--- config.mk ---
export PLATFORM = sky130hd
export DESIGN_NAME = idle_air_valve_duty_stepper_flat
export DESIGN_NICKNAME = d
export VERILOG_FILES = /design/src/rtl/iavds_pkg.sv /design/src/rtl/iavds_if.sv /design/src/rtl/idle_air_valve_duty_stepper.sv /design/src/flat_wrapper.sv
export SDC_FILE = /design/constraint.sdc
export NUM_CORES = 1
export LEC_CHECK = 0
export BUFFER_PORTS_ARGS = -buffer_cell sky130_fd_sc_hd__buf_2
export CAP_MARGIN = 40
export CORE_MARGIN = 2
export CORE_UTILIZATION = 45
export CTS_CLUSTER_SIZE = 40
export DETAILED_ROUTE_END_ITERATION = 6
export GPL_TIMING_DRIVEN = 0
export HOLD_SLACK_MARGIN = 0.1
export SYNTH_ARGS = -nofsm -noshare
export SYNTH_HDL_FRONTEND = slang
export SYNTH_SLANG_ARGS = --single-unit
--- constraint.sdc ---
create_clock -name i_clk -period 10.1 [get_ports i_clk]
set_input_delay 2.02 -clock i_clk [delete_from_list [all_inputs] [get_ports i_clk]]
set_output_delay 2.02 -clock i_clk [all_outputs]
set_load 0.02 [all_outputs]
--- src/rtl/iavds_pkg.sv ---
// shared types, widths and constants for the idle air valve duty stepper
package iavds_pkg;

    localparam int RPM_W      = 14;
    localparam int DUTY_W     = 7;
    localparam int SEC_W      = 16;
    localparam int HOLD_W     = 8;
    localparam int WIN_W      = 15;
    localparam int CFG_IDX_W  = 3;
    localparam int CFG_DATA_W = 14;

    typedef enum logic [CFG_IDX_W-1:0] {
        CFG_TARGET_RPM    = 3'd0,
        CFG_DEFAULT_DUTY  = 3'd1,
        CFG_MIN_DUTY      = 3'd2,
        CFG_MAX_DUTY      = 3'd3,
        CFG_HOLD_SECONDS  = 3'd4,
        CFG_INCREASE_STEP = 3'd5,
        CFG_DECREASE_STEP = 3'd6
    } t_cfg_idx;

    localparam logic [RPM_W-1:0]  TARGET_RPM_RST    = 14'd1000;
    localparam logic [DUTY_W-1:0] DEFAULT_DUTY_RST  = 7'd60;
    localparam logic [DUTY_W-1:0] MIN_DUTY_RST      = 7'd10;
    localparam logic [DUTY_W-1:0] MAX_DUTY_RST      = 7'd90;
    localparam logic [HOLD_W-1:0] HOLD_SECONDS_RST  = 8'd1;
    localparam logic [DUTY_W-1:0] INCREASE_STEP_RST = 7'd1;
    localparam logic [DUTY_W-1:0] DECREASE_STEP_RST = 7'd1;

    // speed margin for the large duty steps
    localparam logic [RPM_W-1:0] STEP_MARGIN = 14'd100;

    // floor(t*93/100) and floor(t*107/100) as a multiply by a scaled reciprocal,
    // exact for every 14-bit target
    localparam int                 SCALE_SHIFT = 24;
    localparam int                 MUL_W       = 25;
    localparam logic [MUL_W-1:0]   LEFT_MUL    = 25'd15602811;
    localparam logic [MUL_W-1:0]   RIGHT_MUL   = 25'd17951622;

    function automatic logic [WIN_W-1:0] win_edge(input logic [RPM_W-1:0] t,
                                                  input logic [MUL_W-1:0] mul);
        logic [RPM_W+MUL_W-1:0] prod;
        prod = {{MUL_W{1'b0}}, t} * {{RPM_W{1'b0}}, mul};
        return prod[SCALE_SHIFT +: WIN_W];
    endfunction

endpackage

--- src/rtl/iavds_if.sv ---
// handshake channels for speed samples and duty results
interface iavds_in_if
    import iavds_pkg::*;
    ();
    logic              valid;
    logic              ready;
    logic [RPM_W-1:0]  rpm;
    logic [SEC_W-1:0]  now_seconds;
    logic              cranking;

    modport source (output valid, output rpm, output now_seconds, output cranking,
                    input ready);
    modport sink   (input valid, input rpm, input now_seconds, input cranking,
                    output ready);
endinterface

interface iavds_out_if
    import iavds_pkg::*;
    ();
    logic              valid;
    logic              ready;
    logic [DUTY_W-1:0] duty;

    modport source (output valid, output duty, input ready);
    modport sink   (input valid, input duty, output ready);
endinterface

--- src/rtl/idle_air_valve_duty_stepper.sv ---
// Idle air valve duty stepper: top level
//
// i_in carries one speed sample per transfer (rpm, now_seconds, cranking);
// o_res returns exactly one duty per sample, in order. Registers are written
// through i_cfg_we / i_cfg_idx / i_cfg_data; the user must write them only while
// no sample is in flight, which the block itself does not enforce; writes to unused
// indexes are dropped. The sample is registered in the input register, and the
// duty decision (a few compares, an add or subtract and the min/max clamp) runs
// combinationally on it and lands in the result register, together with the
// duty and timestamp state. One sample per cycle is sustained while the
// receiver takes every result; the duty state loop closes through that
// combinational decision. When the receiver stalls the result register holds,
// one more sample can wait in the input register, and then i_in.ready drops.
// Synchronous active-low reset empties both registers, loads the register
// reset values, sets the duty to 60 and the last change time to 0; ready is
// low during reset.
module idle_air_valve_duty_stepper
    import iavds_pkg::*;
#(
    parameter int TIME_BITS = 16
) (
    input  logic                  i_clk,
    input  logic                  i_rst_n,
    input  logic                  i_cfg_we,
    input  logic [CFG_IDX_W-1:0]  i_cfg_idx,
    input  logic [CFG_DATA_W-1:0] i_cfg_data,
    iavds_in_if.sink              i_in,
    iavds_out_if.source           o_res
);

    // configuration
    logic [WIN_W-1:0]  r_left;
    logic [WIN_W-1:0]  r_right;
    logic [DUTY_W-1:0] r_default_duty;
    logic [DUTY_W-1:0] r_min_duty;
    logic [DUTY_W-1:0] r_max_duty;
    logic [HOLD_W-1:0] r_hold_seconds;
    logic [DUTY_W-1:0] r_increase_step;
    logic [DUTY_W-1:0] r_decrease_step;

    // input register
    logic              r_s1_valid;
    logic [RPM_W-1:0]  r_rpm;
    logic [SEC_W-1:0]  r_now;
    logic              r_cranking;

    // state and result register
    logic [DUTY_W-1:0]    r_duty;
    logic [TIME_BITS-1:0] r_last_change;
    logic                 r_out_valid;
    logic [DUTY_W-1:0]    r_out_duty;

    logic                 accept;
    logic                 advance;
    logic [TIME_BITS-1:0] now_t;
    logic [TIME_BITS-1:0] elapsed;
    logic [RPM_W+3:0]     rpm_x10;
    logic [WIN_W+2:0]     left_x7;
    logic [WIN_W:0]       rpm_w;
    logic                 hold_active;
    logic                 apply;
    logic signed [8:0]    cur9;
    logic signed [8:0]    wanted;
    logic signed [8:0]    clamped;
    logic [DUTY_W-1:0]    n_duty;
    logic                 changed;

    assign advance    = r_s1_valid && (!r_out_valid || o_res.ready);
    assign i_in.ready = i_rst_n && (!r_s1_valid || advance);
    assign accept     = i_in.valid && i_in.ready;

    always_ff @(posedge i_clk) begin
        if (!i_rst_n) begin
            r_left          <= win_edge(TARGET_RPM_RST, LEFT_MUL);
            r_right         <= win_edge(TARGET_RPM_RST, RIGHT_MUL);
            r_default_duty  <= DEFAULT_DUTY_RST;
            r_min_duty      <= MIN_DUTY_RST;
            r_max_duty      <= MAX_DUTY_RST;
            r_hold_seconds  <= HOLD_SECONDS_RST;
            r_increase_step <= INCREASE_STEP_RST;
            r_decrease_step <= DECREASE_STEP_RST;
        end else if (i_cfg_we) begin
            case (i_cfg_idx)
                CFG_TARGET_RPM: begin
                    r_left       <= win_edge(i_cfg_data[RPM_W-1:0], LEFT_MUL);
                    r_right      <= win_edge(i_cfg_data[RPM_W-1:0], RIGHT_MUL);
                end
                CFG_DEFAULT_DUTY:  r_default_duty  <= i_cfg_data[DUTY_W-1:0];
                CFG_MIN_DUTY:      r_min_duty      <= i_cfg_data[DUTY_W-1:0];
                CFG_MAX_DUTY:      r_max_duty      <= i_cfg_data[DUTY_W-1:0];
                CFG_HOLD_SECONDS:  r_hold_seconds  <= i_cfg_data[HOLD_W-1:0];
                CFG_INCREASE_STEP: r_increase_step <= i_cfg_data[DUTY_W-1:0];
                CFG_DECREASE_STEP: r_decrease_step <= i_cfg_data[DUTY_W-1:0];
                default: begin
                end
            endcase
        end
    end

    always_ff @(posedge i_clk) begin
        if (!i_rst_n) begin
            r_s1_valid <= 1'b0;
        end else begin
            r_s1_valid <= accept || (r_s1_valid && !advance);
        end
    end

    always_ff @(posedge i_clk) begin
        if (accept) begin
            r_rpm      <= i_in.rpm;
            r_now      <= i_in.now_seconds;
            r_cranking <= i_in.cranking;
        end
    end

    // timestamp at the state width
    generate
        if (TIME_BITS > SEC_W) begin : g_now_ext
            assign now_t = {{(TIME_BITS-SEC_W){1'b0}}, r_now};
        end else if (TIME_BITS == SEC_W) begin : g_now_same
            assign now_t = r_now;
        end else begin : g_now_trunc
            assign now_t = r_now[TIME_BITS-1:0];
        end
    endgenerate

    assign elapsed     = now_t - r_last_change;
    assign hold_active = elapsed < {{(TIME_BITS-HOLD_W){1'b0}}, r_hold_seconds};
    assign rpm_x10     = {1'b0, r_rpm, 3'b000} + {3'b000, r_rpm, 1'b0};
    assign left_x7     = {r_left, 3'b000} - {3'b000, r_left};
    assign rpm_w       = {2'b00, r_rpm};
    assign cur9        = $signed({2'b00, r_duty});

    always_comb begin
        apply  = 1'b1;
        wanted = $signed({2'b00, r_default_duty});
        if ((r_rpm == '0) || r_cranking) begin
            wanted = $signed({2'b00, r_default_duty});
        end else if ({1'b0, rpm_x10} < {1'b0, left_x7}) begin
            wanted = $signed({2'b00, r_default_duty});
        end else if (hold_active) begin
            apply = 1'b0;
        end else if ((rpm_w > {1'b0, r_left}) && (rpm_w < {1'b0, r_right})) begin
            apply = 1'b0;
        end else if (rpm_w >= ({1'b0, r_right} + {2'b00, STEP_MARGIN})) begin
            wanted = cur9 - $signed({2'b00, r_decrease_step});
        end else if (rpm_w >= {1'b0, r_right}) begin
            wanted = cur9 - 9'sd1;
        end else if ((rpm_w + {2'b00, STEP_MARGIN}) < {1'b0, r_left}) begin
            wanted = cur9 + $signed({2'b00, r_increase_step});
        end else begin
            wanted = cur9 + 9'sd1;
        end
    end

    // lower bound first, upper bound wins when they cross
    always_comb begin
        clamped = wanted;
        if (clamped < $signed({2'b00, r_min_duty})) begin
            clamped = $signed({2'b00, r_min_duty});
        end
        if (clamped > $signed({2'b00, r_max_duty})) begin
            clamped = $signed({2'b00, r_max_duty});
        end
    end

    assign n_duty  = apply ? clamped[DUTY_W-1:0] : r_duty;
    assign changed = apply && (clamped != cur9);

    always_ff @(posedge i_clk) begin
        if (!i_rst_n) begin
            r_duty        <= DEFAULT_DUTY_RST;
            r_last_change <= '0;
        end else if (advance) begin
            r_duty <= n_duty;
            if (changed) begin
                r_last_change <= now_t;
            end
        end
    end

    always_ff @(posedge i_clk) begin
        if (!i_rst_n) begin
            r_out_valid <= 1'b0;
        end else begin
            r_out_valid <= advance || (r_out_valid && !o_res.ready);
        end
    end

    always_ff @(posedge i_clk) begin
        if (advance) begin
            r_out_duty <= n_duty;
        end
    end

    assign o_res.valid = r_out_valid;
    assign o_res.duty  = r_out_duty;

endmodule

--- src/flat_wrapper.sv ---
// flat-port wrapper written by rule: the top's interface ports become plain ports
module idle_air_valve_duty_stepper_flat import iavds_pkg::*;
#(
    parameter int TIME_BITS = 16
)
  (i_clk, i_rst_n, i_cfg_we, i_cfg_idx, i_cfg_data, i_in_valid, i_in_rpm, i_in_now_seconds, i_in_cranking, i_in_ready, o_res_valid, o_res_duty, o_res_ready);
  iavds_in_if i_in_i ();
  iavds_out_if o_res_i ();
  input  logic i_clk;
  input  logic i_rst_n;
  input  logic i_cfg_we;
  input  logic [CFG_IDX_W-1:0] i_cfg_idx;
  input  logic [CFG_DATA_W-1:0] i_cfg_data;
  input wire logic [$bits(i_in_i.valid)-1:0] i_in_valid;
  input wire logic [$bits(i_in_i.rpm)-1:0] i_in_rpm;
  input wire logic [$bits(i_in_i.now_seconds)-1:0] i_in_now_seconds;
  input wire logic [$bits(i_in_i.cranking)-1:0] i_in_cranking;
  output wire logic [$bits(i_in_i.ready)-1:0] i_in_ready;
  output wire logic [$bits(o_res_i.valid)-1:0] o_res_valid;
  output wire logic [$bits(o_res_i.duty)-1:0] o_res_duty;
  input wire logic [$bits(o_res_i.ready)-1:0] o_res_ready;
  assign i_in_i.valid = i_in_valid;
  assign i_in_i.rpm = i_in_rpm;
  assign i_in_i.now_seconds = i_in_now_seconds;
  assign i_in_i.cranking = i_in_cranking;
  assign i_in_ready = i_in_i.ready;
  assign o_res_valid = o_res_i.valid;
  assign o_res_duty = o_res_i.duty;
  assign o_res_i.ready = o_res_ready;
  idle_air_valve_duty_stepper #(.TIME_BITS(TIME_BITS)) u_core (.i_clk(i_clk), .i_rst_n(i_rst_n), .i_cfg_we(i_cfg_we), .i_cfg_idx(i_cfg_idx), .i_cfg_data(i_cfg_data), .i_in(i_in_i), .o_res(o_res_i));
endmodule
Word-level counts from Yosys, hierarchy flattened --
Index checks and enable logic that the tools add are counted.
Word-level totals: flip-flop bits (word level) 135, bits of input ports 53, output and inout port bits 9, logic and storage cells 83
Cells by class: $add $sub $neg 9, multipliers 2, magnitude comparators 9, equality and inequality tests 7, multiplexer cells 14, reductions and logical operators 26
Operator list (number):
- 2-to-1 mux 9 bit | 9
- multiplier 14 x 24 -> 38 bit, second input constant | 2
- adder 17 x 15 -> 18 bit | 1
- less-than comparator 18 bit | 1
- subtractor 17 x 14 -> 18 bit | 1
- adder 15 x 7 -> 16 bit, second input constant | 1
- >= comparator 14 x 16 -> 1 bit | 1
- less-than comparator 16 x 14 -> 1 bit | 1
- less-than comparator 16 x 8 -> 1 bit | 1
- AND reduction 2 bit | 8
- subtractor 16 bit | 1
- adder 14 x 7 -> 15 bit, second input constant | 1
- >= comparator 14 x 15 -> 1 bit | 1
- less-than comparator 14 x 15 -> 1 bit | 1
- > comparator 14 bit | 1
- logical NOT 14 bit | 1
- equality test 3 bit, second input constant | 3
- > comparator 9 x 8 -> 1 bit | 1
- less-than comparator 9 x 8 -> 1 bit | 1
- != test 9 x 8 -> 1 bit | 1
- adder 7 x 1 -> 8 bit, second input constant | 1
- adder 7 x 7 -> 8 bit | 1
- subtractor 7 x 1 -> 8 bit, second input constant | 1
- subtractor 7 x 7 -> 8 bit | 1
- other kinds (8) | 25

Logic depth before layout (Yosys ltp) --
Gate-level depths: netlist (run 1).
depth in word-level cells 16, mapped depth 45, gate-level depth less buffers 42

Worst setup path before layout (run 1) --
No wires, ideal clock.
path type register -> register, from register u_core.r_left[3], to register u_core.r_last_change[10], setup time 72 ps, data arrival time 8570 ps, required time 10028 ps, setup slack 1459 ps, stages on the path, launching flop included 43, path buffers 4, clock period less this slack 8641 ps, cells stage by stage dfxtp_1 > inv_1 > ha_1 > nor4b_1 > o21ai_0 > a21boi_0 > o21a_1 > o21a_1 > o21a_1 > o211a_1 > o21ai_0 > nand2b_1 > a2111oi_0 > xnor2_1 > ha_1 > o211ai_1 > a211oi_1 > nand2_1 > [7 not listed] > o22ai_1 > o21ai_0 > ha_1 > buf_1 > clkbuf_1 > mux2_2 > ha_1 > nor2b_1 > o21a_1 > o21a_1 > o21a_1 > o21ai_0 > a21oi_1 > a31o_1 > a311o_1 > a31oi_4 > buf_12 > mux2i_1
On the way: cells in the longest elaborated chain, start to end 15, elaborated cells between the ends (all ways) 23, classes of those cells add/sub (1); order compare (5); eq/ne (1); mux (13); reduce/logical (3)
Ends and longest elaborated chain:
- from (decl) | RTL line idle_air_valve_duty_stepper.sv:32 | logic [WIN_W-1:0] r_left;
- from (signal assigned) | RTL line idle_air_valve_duty_stepper.sv:74 | r_left <= win_edge(TARGET_RPM_RST, LEFT_MUL);
- from (signal assigned) | RTL line idle_air_valve_duty_stepper.sv:85 | r_left <= win_edge(i_cfg_data[RPM_W-1:0], LEFT_MUL);
- parallel branches: the longest is 13 deep, another holds subtractor 17 x 14 -> 18 bit
- logical AND 1 bit * | RTL line idle_air_valve_duty_stepper.sv:168 | assign changed = apply && (clamped != cur9);
- AND reduction 2 bit (no line) *
- to (signal assigned) | RTL line idle_air_valve_duty_stepper.sv:177 | r_last_change <= now_t;
- to (decl) | RTL line idle_air_valve_duty_stepper.sv:49 | logic [TIME_BITS-1:0] r_last_change;
Every way passes the cells marked *. A chain may end at the register's enable or synchronous reset.

Worst setup path in the final report (run 1) --
from register u_core.r_left[3], to register u_core.r_out_duty[1] (netlist: u_core.o_res.duty[1]), data pin
On the way: cells in the longest elaborated chain, start to end 13, elaborated cells between the ends (all ways) 21, classes of those cells add/sub (1); order compare (5); mux (14); reduce/logical (1)
Ends and longest elaborated chain:
- parallel branches: the longest is 12 deep, another holds subtractor 17 x 14 -> 18 bit
- 2-to-1 mux 7 bit * | RTL line idle_air_valve_duty_stepper.sv:167 | assign n_duty = apply ? clamped[DUTY_W-1:0] : r_duty;
- via u_core.n_duty[1] | RTL line idle_air_valve_duty_stepper.sv:65 | logic [DUTY_W-1:0] n_duty;
- to (signal assigned) | RTL line idle_air_valve_duty_stepper.sv:192 | r_out_duty <= n_duty;
- to (decl) | RTL line idle_air_valve_duty_stepper.sv:51 | logic [DUTY_W-1:0] r_out_duty;
Mark *: on every way through the listed nets, which the timed path passes.

==> impl_metrics.py, run 1 <==
metrics = {
    "run_status": {
        "outcome": "complete, no violations",
    },
    "clocking": {
        "clkSlewWorstSetupHoldPaths_ps": 70,
        "cts_tree": "built",
        "cts_max_level": 4,
        "clk-insertion-delay-late_ps": 440,
        "cts_buffers": 17,
        "ctsLongestPathBuffers": 2,
        "clock_sinks": 135,
        "clockRootBuffer": "clkbuf_16",
    },
    "global_routing": {
        "first_global_vias": 15745,
        "grt_antenna_before_repair": 2,
        "overflow": 0,
        "grt_pass1_wl_um": 83950,
        "grt_start_max_net_pins": 32,
        "grt_usage_pct": 24.32,
    },
    "floorplan": {
        "coreArea_sq_mm": 0.04289,
        "io_pins": 62,
        "rows": 76,
        "die_x_um": 212.1,
        "initial_utilization_pct": 45.44,
        "die_h_um": 212.1,
        "die_area_sq_mm": 0.04498,
    },
    "worst_setup_path": {
        "crit_arrival_ps": 9580,
        "crit_top_cell": "o21a_1",
        "crit_buf_inv": 4,
        "criticalPathCategory": "reg2reg",
        "endpoint_kind": "flip-flop",
        "startpoint_type": "flip-flop",
        "required_ps": 10290,
        "critPathSlowestCell": "a2111oi_2",
        "cp_top_family": "compound AO/OA/AOI/OAI gates",
        "path_max_fanout": 19,
        "slowest_delay_ps": 470,
    },
    "logic_synthesis": {
        "synth_top_family_by_area": "adder cells",
        "yosysTopAreaCell": "ha_1",
        "synth_most_common_cell": "ha_1",
        "synth_ff_type": "dfxtp_1",
        "synth_xor_area_share_pct": 4.630,
        "synth_mux_area_share_pct": 3.031,
        "synthTopCellsByCount": "394 x ha_1, 342 x inv_1, 188 x fa_1, 186 x nand2_1, 135 x a21oi_1",
        "synth-seq-cells": 135,
        "synth.yosys.warnings": 0,
        "synth_edf_count": 38,
        "yosysTopAreaCellShare_pct": 25.30,
        "ys_seq_area_share_pct": 15.82,
        "netlist_instances": 2116,
        "synthSimpleGateAreaFrac_pct": 11.54,
        "synthDistinctLibCells": 77,
        "avgSynthCellArea_sq_um": 9.209,
        "syn-num-nets": 2751,
        "async_flop_share_pct": 0,
        "synth_compound_area_share_pct": 12.87,
        "synth_area_leaders": "ha_1 25%, fa_1 19%, dfxtp_1 10%",
        "synth-adder-area-share_pct": 44.61,
        "netlist_area_sq_mm": 0.01949,
    },
    "power_and_ir_drop": {
        "p_per_area_mw_per_mm2": 233.4,
        "peakVddDrop_mv": 0.2160,
        "power_leakage_nw": 10.06,
    },
    "flow_run": {
        "cap_violations": 0,
    },
    "cells_and_area": {
        "final_cells": 2803,
        "final_nets": 2838,
        "finish.instance_area_sq_mm": 0.02121,
        "drive_gt1_share_pct": 7.040,
        "syn_to_final_growth_pct": 8.848,
        "fill_cells": 4059,
    },
    "place": {
        "hpwl_um": 43340,
        "port_buffers": 59,
        "gp_congestion": 0.9132,
        "place_inst": 2765,
        "place_worst_setup_slack_ps": -45.75,
        "place_area_sq_mm": 0.02055,
    },
    "sta": {
        "worstMarginPinSlew_ps": 891.3,
        "drv_slew": 0,
        "fmax_mhz": 106.6,
        "rsz0062_at_grt": "no",
        "slew_headroom_pct": 40.58,
        "finalSetupTns_ps": 0,
        "clock_skew_ps": 16.02,
        "fin_crit_sh_pct": 92.92,
        "setup_viol": 0,
        "fin_crit_ps": 9385,
        "hold_viol_final": 0,
        "setup_slack_ps": 714.8,
    },
    "hold_path": {
        "hp-class": "reg2reg",
    },
    "drt": {
        "drc_errors": 0,
        "drtAntennaViolNets": 0,
        "first_pass_iters": 5,
        "drt_iter0_drc": 826,
        "wire_per_inst_um": 18.52,
        "viasPerCell": 5.418,
        "wl_um": 51920,
        "vias": 15187,
    },
}
-- cells in the final DEF (no fill, tap or decap), types with 6 or more instances in the layout --
master and count:
a211o_1 11, a211oi_1 21, a21o_1 24, a21oi_1 135, and2_1 11, and3_1 13, buf_2 67, clkbuf_1 30
clkbuf_16 19, dfxtp_1 97, edfxtp_1 38, fa_1 188, ha_1 393, inv_1 342, mux2_2 20, mux2i_1 35
nand2_1 186, nand2b_1 17, nand3_1 39, nand4_1 14, nor2_1 88, nor2b_1 18, nor3_1 37, nor4_1 6
o211ai_1 24, o21a_1 27, o21ai_0 61, o21bai_1 11, o31ai_1 7, or2_2 12, or3_1 7, xnor2_1 71
xor2_1 32
-- kinds of logic (layout without fill, tap and decap cells) --
logic type               after synthesis  after routing
adder cells (fa/ha/maj)              582            582
buffers and inverters                381            481
AO/OA/AOI/OAI                        384            384
XOR/XNOR                             103            103
multiplexers                          56             56
other                                  0              2
AND/OR/NAND/NOR                      475            475
flip-flops                           135            135
-- path summary, 6_finish.rpt --
kind                             startpoint                        end  slack (ps)  cells past startpoint
hold / removal    u_core.r_decrease_step[3]  u_core.r_decrease_step[3]         460                      2
setup reg to reg           u_core.r_left[3]       u_core.o_res.duty[1]         710                     40
setup / recovery           u_core.r_left[3]       u_core.o_res.duty[1]         710                     40
hold reg to reg   u_core.r_decrease_step[3]  u_core.r_decrease_step[3]         460                      2
-- sequential cells by signal (all words and copies together), names as in the netlist --
register                count
u_core.now_t               16
u_core.o_res.duty           7
u_core.o_res.valid          1
u_core.r_cranking           1
u_core.r_decrease_step      7
u_core.r_default_duty       7
u_core.r_duty               7
u_core.r_hold_seconds       8
u_core.r_increase_step      7
u_core.r_last_change       16
u_core.r_left              14
u_core.r_max_duty           7
u_core.r_min_duty           7
u_core.r_right             15
u_core.r_rpm               14
u_core.r_s1_valid           1
-- worst register-to-register path: cells and delay by family, from the launching register on --
family / cells / cell delay (ps)
compound gates: 20 / 4160
xor+xnor: 1 / 120
fa+ha+maj: 5 / 1660
buf+inv: 4 / 550
flops: 1 / 420
mux: 4 / 1410
simple gates: 6 / 790
-- area by class of cell --
cell class	instances	area, sq um	share of cell area (%)
diodes	2	5.005	0.02360
plain buffers	34	157.7	0.7433
clock buffers	25	528.0	2.489
clock inverters	7	55.05	0.2596
inverters	345	1295	6.105
multi-input cells	1600	14960	70.55
flip-flops and latches	135	3083	14.54
well taps	585	732.0	3.451
repair buffers	70	390.4	1.840
-- what timing repair did --
action | in CTS | in global routing
endpoints found under the setup margin | 10 | 30
buffers inserted | 0 | 6
gates resized for setup | 2 | 3
hold buffers | 0 | 0
-- where the power goes --
part / total (mW) / switching (mW) / leakage [nW] / internal [mW]
logic: 3.69 / 2.07 / 8.62 / 1.62
clock network: 0.610 / 0.246 / 0.289 / 0.365
registers: 0.654 / 0.0475 / 1.14 / 0.606
total: 4.95 / 2.36 / 10.1 / 2.59
-- through the flow --
stage	power [mW]	utilization [%]	hold slack, ps
2_1_floorplan	3.388	-	434.7
3_3_place_gp	4.259	47.83	442.3
3_5_place_dp	4.331	47.93	451.1
4_1_cts	4.987	49.29	459.2
5_1_grt	5.592	49.46	475.1
6_report	4.951	49.46	460.8
-- per-layer routing --
metal | global-route usage, % | wire length (um) | part of all wire [%]
met5 | 0 | 0 | 0
met4 | 8.912 | 1685 | 3.2
met3 | 2.910 | 2188 | 4.2
met2 | 41.06 | 24280 | 47
met1 | 32.00 | 23770 | 46
(Power assumes the default switching activity.)
==> run 2: changes to the inputs <==
Settings changed: CELL_PAD_IN_SITES_DETAIL_PLACEMENT from default to 0, CELL_PAD_IN_SITES_GLOBAL_PLACEMENT from default to 1, PLACE_DENSITY_LB_ADDON from default to 0.1, SETUP_SLACK_MARGIN from default to 0.02.
==> run 2 against run 1 <==
Compared with the run above: critical path depth shrank 1; power up 0.72%; global-route usage is 0.82 points higher; setup slack better by 73 ps; final cell count grew 0.36%; design area increased by 0.54%; largest cell class unchanged.
==> impl_metrics.py, run 2 (synthesized netlist as in run 1, its figures left out) <==
metrics = {
    "place": {
        "gp_congestion": 0.9304,
        "place_area_sq_mm": 0.02060,
        "hpwl_um": 44790,
        "place_inst": 2768,
        "place_worst_setup_slack_ps": -56.33,
        "port_buffers": 59,
    },
    "worst_setup_path": {
        "r2r_end": "u_core.o_res.duty[5]",
        "critPathSlowestCell": "or4b_2",
        "crit_start": "u_core.r_left[1]",
        "criticalPathCategory": "reg2reg",
        "crit_top_cell": "o21a_1",
        "startpoint_type": "flip-flop",
        "path_max_fanout": 19,
        "crit_buf_inv": 4,
        "worstReg2RegStart": "u_core.r_left[1]",
        "crit_arrival_ps": 9540,
        "reg2reg_slack_ps": 790,
        "slowest_delay_ps": 650,
        "cp_top_family": "compound AO/OA/AOI/OAI gates",
        "required_ps": 10330,
        "endpoint_kind": "flip-flop",
        "rr_worst_depth": 39,
    },
    "drt": {
        "drt_iter0_drc": 734,
        "first_pass_iters": 5,
        "drtAntennaViolNets": 0,
        "wire_per_inst_um": 18.98,
        "drc_errors": 0,
        "wl_um": 53400,
        "viasPerCell": 5.310,
        "vias": 14938,
    },
    "clocking": {
        "clk-insertion-delay-late_ps": 480,
        "clock_sinks": 135,
        "clockRootBuffer": "clkbuf_16",
        "cts_tree": "built",
        "ctsLongestPathBuffers": 2,
        "cts_max_level": 4,
        "holdBufCountCts": 0,
        "clkSlewWorstSetupHoldPaths_ps": 60,
        "cts_buffers": 17,
    },
    "sta": {
        "fin_crit_ps": 9312,
        "drv_slew": 0,
        "slew_headroom_pct": 41.24,
        "hold_slack_ps": 453.3,
        "rsz0062_at_grt": "no",
        "fmax_mhz": 107.4,
        "hold_viol_final": 0,
        "clock_skew_ps": 12.55,
        "worstMarginPinSlew_ps": 881.4,
        "fin_crit_sh_pct": 92.20,
        "setup_slack_ps": 788.1,
        "setup_viol": 0,
    },
    "global_routing": {
        "grt_antenna_before_repair": 1,
        "grt_pass1_wl_um": 84970,
        "met1_usage_pct": 34.46,
        "grt_usage_pct": 25.14,
        "global_route.usage.met3_pct": 4.934,
        "first_global_vias": 15150,
        "overflow": 0,
        "top_usage_layer": "met2",
        "grtUsageMet2_pct": 41.13,
        "grt_start_max_net_pins": 32,
    },
    "cells_and_area": {
        "final_common_cell": "ha_1",
        "final_cells": 2813,
        "drive_gt1_share_pct": 7.855,
        "layout_common_cells": "393 x ha_1, 342 x inv_1, 188 x fa_1, 186 x nand2_1, 135 x a21oi_1",
        "finish.instance_area_sq_mm": 0.02132,
        "fill_cells": 4151,
        "syn_to_final_growth_pct": 9.432,
        "antennaDiodeCount": 0,
        "final_nets": 2850,
    },
    "power_and_ir_drop": {
        "combPwrFrac_pct": 74.7,
        "internal_power_mw": 2.580,
        "p_per_area_mw_per_mm2": 233.8,
        "clkPwrFrac_pct": 12.3,
        "peakVddDrop_mv": 0.1842,
        "report.power.total_mw": 4.986,
        "pwr-share-seq_pct": 13.1,
        "power_leakage_nw": 10.12,
        "power.switching_mw": 2.406,
        "swShare_pct": 48.25,
    },
    "flow_run": {
        "cap_violations": 0,
    },
    "floorplan": {
        "die_x_um": 212.1,
        "coreArea_sq_mm": 0.04289,
        "die_h_um": 212.1,
        "initial_utilization_pct": 45.44,
        "die_area_sq_mm": 0.04498,
        "rows": 76,
        "io_pins": 62,
    },
    "hold_path": {
        "holdCritStartpoint": "u_core.r_decrease_step[1]",
        "hold_path_end": "u_core.r_decrease_step[1]",
        "hold_depth": 2,
        "hp-class": "reg2reg",
    },
    "run_status": {
        "outcome": "complete, no violations",
    },
}
-- run 2: changes by cell type in the layout (fill, tap and decap cells not counted), sizes merged --
cell and change:
diode -2, clkdlybuf4s15 -1, buf +12, clkbuf -6
inv +6, clkinvlp +1
-- run 2: tightest hold or removal path, cell delays in order (launching register included) --
cell and delay [ps]:
dfxtp_1 310, nand2_1 50, a21oi_1 50
-- run 2: how the worst max path moves through the flow --
stage,cells after the start,slack (ps),end
finish,39,790,u_core.o_res.duty[5]
global route,42,130,u_core.r_last_change[7]
CTS,43,120,u_core.r_last_change[10]
detailed placement,43,-60,u_core.r_last_change[7]
global placement,43,80,u_core.r_last_change[15]
floorplan,42,1460,u_core.r_last_change[10]
-- run 2: routing by layer --
layer  up-vias  part of all wire [%]  routed length [um]
met4         2                   1.5                 820
met2       231                    46               24710
li1       7433                     -                   -
met3        46                   3.9                2102
met5         -                 0.024                  13
met1      7226                    48               25760
-- run 2: final cells by class --
type	count	area, sq um	share of cell area (%)
plain buffers	34	157.7	0.7393
clock buffers	18	439.2	2.059
clock inverters	14	132.6	0.6220
inverters	345	1295	6.073
multi-input cells	1600	14990	70.29
flip-flops and latches	135	3083	14.46
well taps	585	732.0	3.432
repair buffers	82	495.5	2.324
-- run 2: power by group through the flow --
stage | Clock (mW) | Sequential (mW) | Combinational [mW]
floorplan | 0 | 0.653 | 2.74
global placement | 0 | 0.663 | 3.62
detailed placement | 0 | 0.663 | 3.69
CTS | 0.628 | 0.652 | 3.74
global route | 0.649 | 0.658 | 4.32
finish | 0.612 | 0.652 | 3.72
-- run 2: timing repair --
action / in CTS / in global routing
setup endpoints to repair: 10 / 30
resized for setup: 2 / 5
setup buffers: 0 / 14
cloned: 0 / 0
-- run 2: metrics by stage --
stage / TNS (ps) / utilization, %
4_1_cts: 0 / 49.38
3_5_place_dp: -374.5 / 48.04
5_1_grt: 0 / 49.72
6_report: 0 / 49.72
3_3_place_gp: 0 / 47.83
2_1_floorplan: 0 / -
==> run 3: changes to the inputs <==
Settings changed: CORE_UTILIZATION 45 to 51, SKIP_LAST_GASP from default to 1.
==> run 3 against run 2 <==
Compared with the run above: via count rose by 1.6%; critical path depth did not move; design area fell by 0.65%; combinational power barely moved; fmax fell by 1.9%; sequential share of layout area rose by 0.095 points.
==> impl_metrics.py, run 3 (synthesized netlist as in run 1, its figures left out) <==
metrics = {
    "sta": {
        "setup_slack_ps": 610.2,
        "clock_skew_ps": 16.31,
        "hold_slack_ps": 456.3,
        "fmax_mhz": 105.4,
        "fin_crit_ps": 9490,
        "drv_slew": 0,
        "finalSetupTns_ps": 0,
        "slew_headroom_pct": 42.94,
        "worstMarginPinSlew_ps": 855.9,
        "setup_viol": 0,
        "rsz0062_at_grt": "no",
        "fin_crit_sh_pct": 93.96,
        "hold_viol_final": 0,
    },
    "cells_and_area": {
        "drive_gt1_share_pct": 7.432,
        "layout_common_cells": "393 x ha_1, 342 x inv_1, 188 x fa_1, 186 x nand2_1, 135 x a21oi_1",
        "final_common_cell": "ha_1",
        "antennaDiodeCount": 0,
        "multi_input_area_sq_mm": 0.01497,
        "final_nets": 2842,
        "syn_to_final_growth_pct": 8.720,
        "finish.instance_area_sq_mm": 0.02119,
        "fill_cells": 3543,
        "final_cells": 2731,
        "final_util_pct": 56.25,
        "seq_area_sq_mm": 0.003083,
    },
    "power_and_ir_drop": {
        "peakVddDrop_mv": 0.2485,
        "power_leakage_nw": 10.10,
        "p_per_area_mw_per_mm2": 235.9,
        "report.power.total_mw": 4.998,
    },
    "hold_path": {
        "hp-class": "reg2reg",
    },
    "worst_setup_path": {
        "cp_top_family": "compound AO/OA/AOI/OAI gates",
        "slowest_delay_ps": 720,
        "criticalPathCategory": "reg2reg",
        "critPathSlowestCell": "or4b_2",
        "crit_buf_inv": 4,
        "path_max_fanout": 19,
        "endpoint_kind": "flip-flop",
        "required_ps": 10480,
        "startpoint_type": "flip-flop",
        "crit_top_cell": "o21a_1",
        "crit_arrival_ps": 9870,
    },
    "floorplan": {
        "die_x_um": 199.5,
        "initial_utilization_pct": 51.73,
        "rows": 71,
        "io_pins": 62,
        "coreArea_sq_mm": 0.03767,
        "die_area_sq_mm": 0.03979,
        "die_h_um": 199.5,
    },
    "place": {
        "place_inst": 2695,
        "place_worst_setup_slack_ps": -38.42,
        "place_area_sq_mm": 0.02053,
        "gp_congestion": 0.9557,
        "port_buffers": 59,
        "hpwl_um": 43600,
    },
    "drt": {
        "drt_iter0_drc": 758,
        "vias": 15179,
        "viasPerCell": 5.558,
        "wire_per_inst_um": 19.18,
        "drtAntennaViolNets": 0,
        "first_pass_iters": 5,
        "drc_errors": 0,
        "wl_um": 52380,
    },
    "global_routing": {
        "top_usage_layer": "met2",
        "met1_usage_pct": 37.83,
        "grtUsageMet2_pct": 46.06,
        "global_route.usage.met3_pct": 4.304,
        "overflow": 0,
        "grt_pass1_wl_um": 83650,
        "first_global_vias": 15509,
        "grt_antenna_before_repair": 0,
        "grt_start_max_net_pins": 32,
        "grt_usage_pct": 27.75,
    },
    "clocking": {
        "cts_tree": "built",
        "holdBufCountCts": 0,
        "clk-insertion-delay-late_ps": 460,
        "cts_max_level": 4,
        "cts_buffers": 17,
        "clockRootBuffer": "clkbuf_16",
        "clkSlewWorstSetupHoldPaths_ps": 60,
        "clock_sinks": 135,
        "ctsLongestPathBuffers": 2,
    },
    "run_status": {
        "outcome": "complete, no violations",
    },
    "flow_run": {
        "cap_violations": 0,
    },
}
==> run 3: cell types whose count changed in the layout (fill, tap and decap cells not counted), moves of 2 or more <==
cell,change
a211oi_1,+2
a211oi_2,-2
buf_4,-10
clkbuf_16,+2
clkinv_4,-2
inv_4,+2
==> run 3: path summary, 6_finish.rpt <==
path | startpoint | end | slack (ps) | cells past startpoint
worst max register to register | u_core.r_rpm[3] | u_core.r_last_change[12] | 610 | 39
worst max-delay path | u_core.r_rpm[3] | u_core.r_last_change[12] | 610 | 39
worst min register to register | u_core.r_last_change[11] | u_core.r_last_change[11] | 460 | 2
worst min-delay path | u_core.r_last_change[11] | u_core.r_last_change[11] | 460 | 2
==> run 3: where the power goes <==
part / switching, mW / internal, mW
Sequential: 0.0464 / 0.606
Combinational: 2.07 / 1.63
Clock: 0.284 / 0.354
Total: 2.40 / 2.59
==> run 3: worst min-delay path: stages, from the launching register on <==
cell	delay, ps
dfxtp_1	310
nand2_1	50
mux2i_1	50
==> run 3: metal layers <==
layer | vias up | wire length [um]
li1 | 7419 | -
met1 | 7381 | 24510
met2 | 331 | 24110
met3 | 48 | 2788
met4 | 0 | 971
met5 | - | 0
==> run 3: area by class of cell <==
class	instances	share of cell area, %
plain buffers	34	0.7442
inverters	345	6.113
flip-flops and latches	135	14.55
clock inverters	13	0.5670
well taps	511	3.018
clock buffers	19	2.244
multi-input cells	1600	70.64
repair buffers	74	2.120
==> run 3: what timing repair did <==
action                                 CTS  global route
setup buffers                            0             6
endpoints found under the hold margin    0             0
gates resized for setup                  2             3
setup endpoints to repair               10            30
